### src/hw/rtl/tcw_pkg.sv
// tcw_pkg: shared constants and types of the text console writer.
// Depends on nothing; used by tcw_cursor and text_console_writer.
package tcw_pkg;

	localparam int COLUMNS = 80;
	localparam int ROWS    = 25;
	localparam int CELLS   = COLUMNS * ROWS;
	localparam int ADDR_W  = $clog2(CELLS);
	localparam int COL_W   = $clog2(COLUMNS);
	localparam int ROW_W   = $clog2(ROWS);
	localparam int CHAR_W  = 8;
	localparam int CELL_W  = 2 * CHAR_W;

	localparam logic [CHAR_W-1:0] CH_NEWLINE = 8'h0A;
	localparam logic [CHAR_W-1:0] CH_RETURN  = 8'h0D;
	localparam logic [CHAR_W-1:0] CH_SPACE   = 8'h20;
	localparam logic [CHAR_W-1:0] DEFAULT_COLOUR_RST = 8'd15;

	localparam logic [ADDR_W-1:0] LAST_CELL     = ADDR_W'(CELLS - 1);
	localparam logic [ADDR_W-1:0] LAST_ROW_BASE = ADDR_W'(CELLS - COLUMNS);
	localparam logic [ADDR_W-1:0] COLS_A        = ADDR_W'(COLUMNS);

	typedef enum logic [2:0] {
		FN_PUT   = 3'd0,
		FN_READ  = 3'd1,
		FN_LEFT  = 3'd2,
		FN_RIGHT = 3'd3,
		FN_UP    = 3'd4,
		FN_DOWN  = 3'd5,
		FN_CLEAR = 3'd6
	} func_t;

	typedef struct packed {
		logic              go;
		func_t             func;
		logic [CHAR_W-1:0] char_code;
	} cur_cmd_t;

	typedef struct packed {
		logic [ADDR_W-1:0] cur;
		logic [ADDR_W-1:0] nxt;
		logic              scroll;
		logic              put;
	} cur_info_t;

endpackage

### src/hw/rtl/tcw_cursor.sv
// tcw_cursor: cursor register with row/column tracking and move rules.
// Depends on tcw_pkg.
module tcw_cursor (
	input  logic               clk,
	input  logic               arst_n,
	input  tcw_pkg::cur_cmd_t  cmd,
	output tcw_pkg::cur_info_t info
);
	import tcw_pkg::*;

	localparam logic [COL_W-1:0] LAST_COL = COL_W'(COLUMNS - 1);
	localparam logic [ROW_W-1:0] LAST_ROW = ROW_W'(ROWS - 1);

	logic [ADDR_W-1:0] cursor_q, nxt_cur;
	logic [COL_W-1:0]  col_q, nxt_col;
	logic [ROW_W-1:0]  row_q, nxt_row;
	logic              scroll, put;

	always_comb begin
		nxt_cur = cursor_q;
		nxt_col = col_q;
		nxt_row = row_q;
		scroll  = 1'b0;
		put     = 1'b0;
		unique case (cmd.func)
			FN_PUT: begin
				if (cmd.char_code == CH_NEWLINE) begin
					nxt_col = '0;
					if (row_q == LAST_ROW) begin
						scroll  = 1'b1;
						nxt_cur = LAST_ROW_BASE;
					end else begin
						nxt_row = row_q + ROW_W'(1);
						nxt_cur = cursor_q - ADDR_W'(col_q) + COLS_A;
					end
				end else if (cmd.char_code != CH_RETURN) begin
					put = 1'b1;
					if (col_q == LAST_COL) begin
						nxt_col = '0;
						if (row_q == LAST_ROW) begin
							nxt_row = '0;
							nxt_cur = '0;
						end else begin
							nxt_row = row_q + ROW_W'(1);
							nxt_cur = cursor_q + ADDR_W'(1);
						end
					end else begin
						nxt_col = col_q + COL_W'(1);
						nxt_cur = cursor_q + ADDR_W'(1);
					end
				end
			end
			FN_LEFT: begin
				if (cursor_q != '0) begin
					nxt_cur = cursor_q - ADDR_W'(1);
					if (col_q == '0) begin
						nxt_col = LAST_COL;
						nxt_row = row_q - ROW_W'(1);
					end else begin
						nxt_col = col_q - COL_W'(1);
					end
				end
			end
			FN_RIGHT: begin
				if (cursor_q != LAST_CELL) begin
					nxt_cur = cursor_q + ADDR_W'(1);
					if (col_q == LAST_COL) begin
						nxt_col = '0;
						nxt_row = row_q + ROW_W'(1);
					end else begin
						nxt_col = col_q + COL_W'(1);
					end
				end
			end
			FN_UP: begin
				if (row_q != '0) begin
					nxt_cur = cursor_q - COLS_A;
					nxt_row = row_q - ROW_W'(1);
				end else begin
					nxt_cur = '0;
					nxt_col = '0;
				end
			end
			FN_DOWN: begin
				if (row_q != LAST_ROW) begin
					nxt_cur = cursor_q + COLS_A;
					nxt_row = row_q + ROW_W'(1);
				end else begin
					nxt_cur = LAST_CELL;
					nxt_col = LAST_COL;
				end
			end
			default: ;
		endcase
	end

	always_ff @(posedge clk or negedge arst_n) begin
		if (!arst_n) begin
			cursor_q <= '0;
			col_q    <= '0;
			row_q    <= '0;
		end else if (cmd.go) begin
			cursor_q <= nxt_cur;
			col_q    <= nxt_col;
			row_q    <= nxt_row;
		end
	end

	assign info.cur    = cursor_q;
	assign info.nxt    = nxt_cur;
	assign info.scroll = scroll;
	assign info.put    = put;

	ap_in_range: assert property (@(posedge clk) disable iff (!arst_n)
		cursor_q <= LAST_CELL)
		else $error("cursor out of range");

	ap_row_col: assert property (@(posedge clk) disable iff (!arst_n)
		int'(cursor_q) == int'(row_q) * COLUMNS + int'(col_q))
		else $error("cursor and row/column disagree");

	ap_hold: assert property (@(posedge clk) disable iff (!arst_n)
		!cmd.go |=> $stable(cursor_q))
		else $error("cursor moved without a command");

endmodule

### config.mk
export PLATFORM = sky130hd
export DESIGN_NAME = tcw_cursor
export DESIGN_NICKNAME = d
export VERILOG_FILES = /design/src/hw/rtl/tcw_pkg.sv /design/src/hw/rtl/tcw_cursor.sv
export SDC_FILE = /design/constraint.sdc
export NUM_CORES = 1
export LEC_CHECK = 0
export BUFFER_PORTS_ARGS = -buffer_cell sky130_fd_sc_hd__buf_2
export CORE_MARGIN = 2
export CORE_UTILIZATION = 30
export CTS_CLUSTER_SIZE = 8
export DETAILED_ROUTE_END_ITERATION = 7
export SYNTH_ARGS = -nofsm -noshare
export SYNTH_HDL_FRONTEND = slang
export SYNTH_SLANG_ARGS = --single-unit
### constraint.sdc
create_clock -name clk -period 7.83 [get_ports clk]
set_input_delay 1.566 -clock clk [delete_from_list [all_inputs] [get_ports clk]]
set_output_delay 1.566 -clock clk [all_outputs]
set_load 0.02 [all_outputs]
After elaboration in Yosys (flattened, before gate mapping)
Index checks and enable logic that the tools add are counted.
- flip-flop bits (word level): 23
- bits of input ports: 14
- output and inout port bits: 24
- word-level logic and storage cells: 78
- add/subtract/negate cells: 10
- equal/unequal tests: 21
- muxes and demuxes: 37
- reductions and logical operators: 7
- operator list (operator ; count):
    $mux 11 ; 9
    $mux 7 ; 8
    $mux 5 ; 11
    $pmux 11 s5 ; 1
    $pmux 7 s5 ; 1
    $pmux 5 s5 ; 1
    $add 11x7->11 const B ; 2
    $ne 2x2->1 const B ; 8
    $add 11x1->11 const B ; 1
    $ne 11x11->1 const B ; 1
    $reduce_and 11->1 ; 1
    $reduce_bool 11->1 ; 1
    $sub 11x1->11 const B ; 1
    $sub 11x7->11 ; 1
    $sub 11x7->11 const B ; 1
    $reduce_bool 5->1 ; 2
    $ne 3x3->1 const B ; 3
    $eq 8x4->1 const B ; 1
    $ne 8x4->1 const B ; 1
    $add 7x1->7 const B ; 1
    $eq 7x7->1 const B ; 1
    $logic_not 7->1 ; 1
    $reduce_and 7->1 ; 1
    $sub 7x1->7 const B ; 1
    8 further kinds ; 15

Longest topological paths before layout
- depth in word-level cells: 6
- gate-level depth with buffers: 14

Worst setup path before layout
Ideal clock, no wire load.
- kind: input-to-output
- start point: in cmd[9] in the netlist's numbering
- end point: out info[2] in the netlist's numbering
- arrival: 3201 ps
- data required time: 6264 ps
- path slack: 3063 ps
- stages on the path: 8
- buffers on the path: 1
- path through: buf_2 > nand3b_1 > or2_2 > o31ai_4 > a31oi_1 > nand2_1 > nor2_1 > o21ai_0
- RTL lines (item ; line ; source):
    start: declaration ; tcw_cursor.sv:6 ; input tcw_pkg::cur_cmd_t cmd,
    end: declaration ; tcw_cursor.sv:7 ; output tcw_pkg::cur_info_t info

==> summary.txt <==
STA
  • Pin slew with the least headroom to its limit: 1.06 ns
  • Fin. max-slew vios: 0
  • Post-Route Setup TNS: 0 ns
  • Crit path time final: 5.60 ns
  • Worst Skew: 0.00924 ns
  • Setup violators final: 0
  • RSZ-0062 raised after global routing: false
  • Max Fclk: 179 MHz
  • Period utilization: 0.715
  • Final Hold Fails: 0
  • Slew HR: 0.285

Synthesis
  • Syn_nets: 532
  • Synth warn: 0
  • EDFF count, synth: 0
  • Synth unique cells: 84
  • Synthesized netlist cell count: 488
  • Sequential-to-total area share from yosys stat: 0.159
  • Async set-or-reset flop fraction in the synthesized netlist: 1.00
  • Top FF cell, synth: dfrtp_1
  • Most instantiated cells after synthesis: nor2_1, o21ai_0, a21oi_1, nand2_1, ha_1
  • Synth area leader: dfrtp_1
  • Syn avg cell area: 7.42 µm²
  • Top-count cell post-synth: nor2_1
  • Post-synth top area share: 0.159
  • Ranking of synthesized cells by area: dfrtp_1, ha_1, o21ai_0
  • Mapped Area: 0.00362 mm²
  • Register bit total from synthesis: 23

Place
  • Hpwl dp: 9220 µm
  • Dpl cells: 644
  • GP Congestion: 1.01
  • IO buf count: 37

Job
  • Max cap viols: 0

Cells and area
  • Share of cells above drive strength 1: 0.144
  • Nets: 546
  • ANT cells: 0
  • Non-Filler Instances: 648
  • Fillcell total: 1306
  • Area growth syn-to-layout: 8.54%

Detailed routing
  • Max layer used: met4
  • Met1 WL: 5520 µm
  • Final wirelength: 12200 µm
  • DR WL/cell: 18.8 µm
  • DR WL met2: 5490 µm
  • Via count: 3899
  • Pre-antenna DRT Iters: 5
  • WL met3: 1020 µm
  • DRC Markers: 0
  • Detailed Route Iter0 Violations: 429
  • Antenna-violating nets left: 0
  • Vias per Instance: 6.02

Critical path
  • Critical Path, Cell by Cell: buf_2 -> inv_1 -> nor3_1 -> o211ai_1 -> nand3_1 -> a31oi_1 -> a21boi_1 -> a2bb2oi_1 -> buf_2
  • Arr. time, crit path: 4.04 ns
  • Slowest-stage cell, CP: nor3_1
  • Max incr delay on CP: 0.91 ns
  • Worst path required time: 6.26 ns
  • Most used cell, CP: buf_2
  • Crit start category: input pin
  • CP Max Fanout: 17
  • CP endpoint kind: primary output
  • Crit path kind: in2out

Clock network
  • Root Buffer: clkbuf_16
  • Worst-skew pair later-pin latency: 0.27 ns
  • Htree depth: 1
  • Clk sinks: 23
  • Bufs on Longest Clock Path: 2
  • Clock transition at path regs: 0.08 ns
  • Post-CTS Hold Buffers: 0
  • Post-CTS sizing: 0
  • CTS tree: done
  • Post-CTS Setup Inserts: 0
  • CTS Buf Count: 3

Worst hold path
  • Hold Path Class: reg2reg

Pwr
  • Clock network power share: 0.092
  • Maximum vdd ir drop: 157 µV
  • Leak: 1.60 nW
  • Net Sw Frac: 0.540
  • Share of power burned in registers: 0.222
  • P_int: 0.609 mW
  • Psw: 0.716 mW
  • Pwr/cell area: 337 mW/mm²
  • Gate power share: 0.686

Floorplanning
  • Core Region: 0.0119 mm²
  • # IOs: 38
  • FP Rows: 40
  • Die ar.: 0.0130 mm²
  • DIE WIDTH: 114 µm
  • Die Span Y: 114 µm
  • Initial core utilization: 0.304

Global routing
  • Initial antenna violation count: 0
  • First-pass GRT wire length: 19700 µm
  • GR Overflow Total: 0
  • Largest net degree at the start of global routing: 24
  • Total GRT Usage: 0.189
  • Vias in the first global route: 3660

Status
  • Status: finished, final reports clean
-- state kept, by name, summed over array words and instances, names as in the netlist --
signal / count
cursor_q: 11
col_q: 7
row_q: 5
-- per-layer routing --
metal	global-route usage	up-vias
li1	-	1843
met5	0	-
met4	0.0520	0
met3	0.0213	14
met2	0.292	199
met1	0.277	1843
-- final cells by class --
type,instances,area (µm²),share of cell area
Multi-Input combinational cell,406,2780,0.708
Sequential cell,23,576,0.146
Timing Repair Buffer,39,200,0.0510
Tap cell,147,184,0.0468
Inverter,29,109,0.0277
Clock buffer,3,75.1,0.0191
Clock inverter,1,5.00,0.00127
-- cell usage in the layout, fill, tap and decap left out, drive strengths merged, types with 4 or more instances in the layout --
master	count
dfrtp	23
a21o	9
o2111ai	4
a31oi	14
nand3	22
nand4	9
o31ai	6
nand2	30
a22oi	6
buf	39
a21oi	43
ha	29
xor2	4
o21ai	48
nor3	18
inv	28
a22o	5
nand2b	4
nor2	51
xnor2	25
-- kinds of logic after synthesis --
group	share of synthesized area
compound gates	0.335
simple gates	0.242
mux	0.0145
buf+inv	0.0729
fa+ha+maj	0.106
xor+xnor	0.0702
flops	0.159
-- power groups by stage --
stage | clock network [mW] | logic (mW) | registers, mW
6_report | 0.122 | 0.909 | 0.294
2_1_floorplan | 0 | 0.724 | 0.239
3_5_place_dp | 0 | 0.892 | 0.294
4_1_cts | 0.124 | 0.901 | 0.292
3_3_place_gp | 0 | 0.874 | 0.291
5_1_grt | 0.128 | 1.01 | 0.308
-- worst max-delay path, delay by kind of cell --
family	cells	cell delay (ns)
AND/OR/NAND/NOR	2	1.06
AO/OA/AOI/OAI	4	0.66
buffers and inverters	3	0.74
-- worst paths after layout --
kind	start	to	slack [ns]	cells after the start
setup / recovery	cmd[8]	info[7]	2.23	9
max in group asynchronous	arst_n	cursor_q[0]$_DFFE_PN0P_	6.13	1
setup reg to reg	cursor_q[6]$_DFFE_PN0P_	cursor_q[9]$_DFFE_PN0P_	4.49	11
min in group asynchronous	arst_n	cursor_q[7]$_DFFE_PN0P_	1.29	1
hold / removal	row_q[4]$_DFFE_PN0P_	row_q[4]$_DFFE_PN0P_	0.56	1
hold reg to reg	row_q[4]$_DFFE_PN0P_	row_q[4]$_DFFE_PN0P_	0.56	1
-- per-stage QoR --
step	hold slack, ns	cell area (µm²)	setup WS, ns	power [mW]	utilization
after detailed placement	0.547	3850	2.27	1.19	0.323
after CTS	0.558	3930	2.28	1.32	0.330
after global routing	0.596	3930	1.95	1.45	0.330
after global placement	0.538	3850	2.38	1.16	0.323
final	0.562	3930	2.23	1.33	0.330
after floorplan	0.504	3620	3.06	0.963	-
Note: power is estimated with default switching activity, not from simulation.
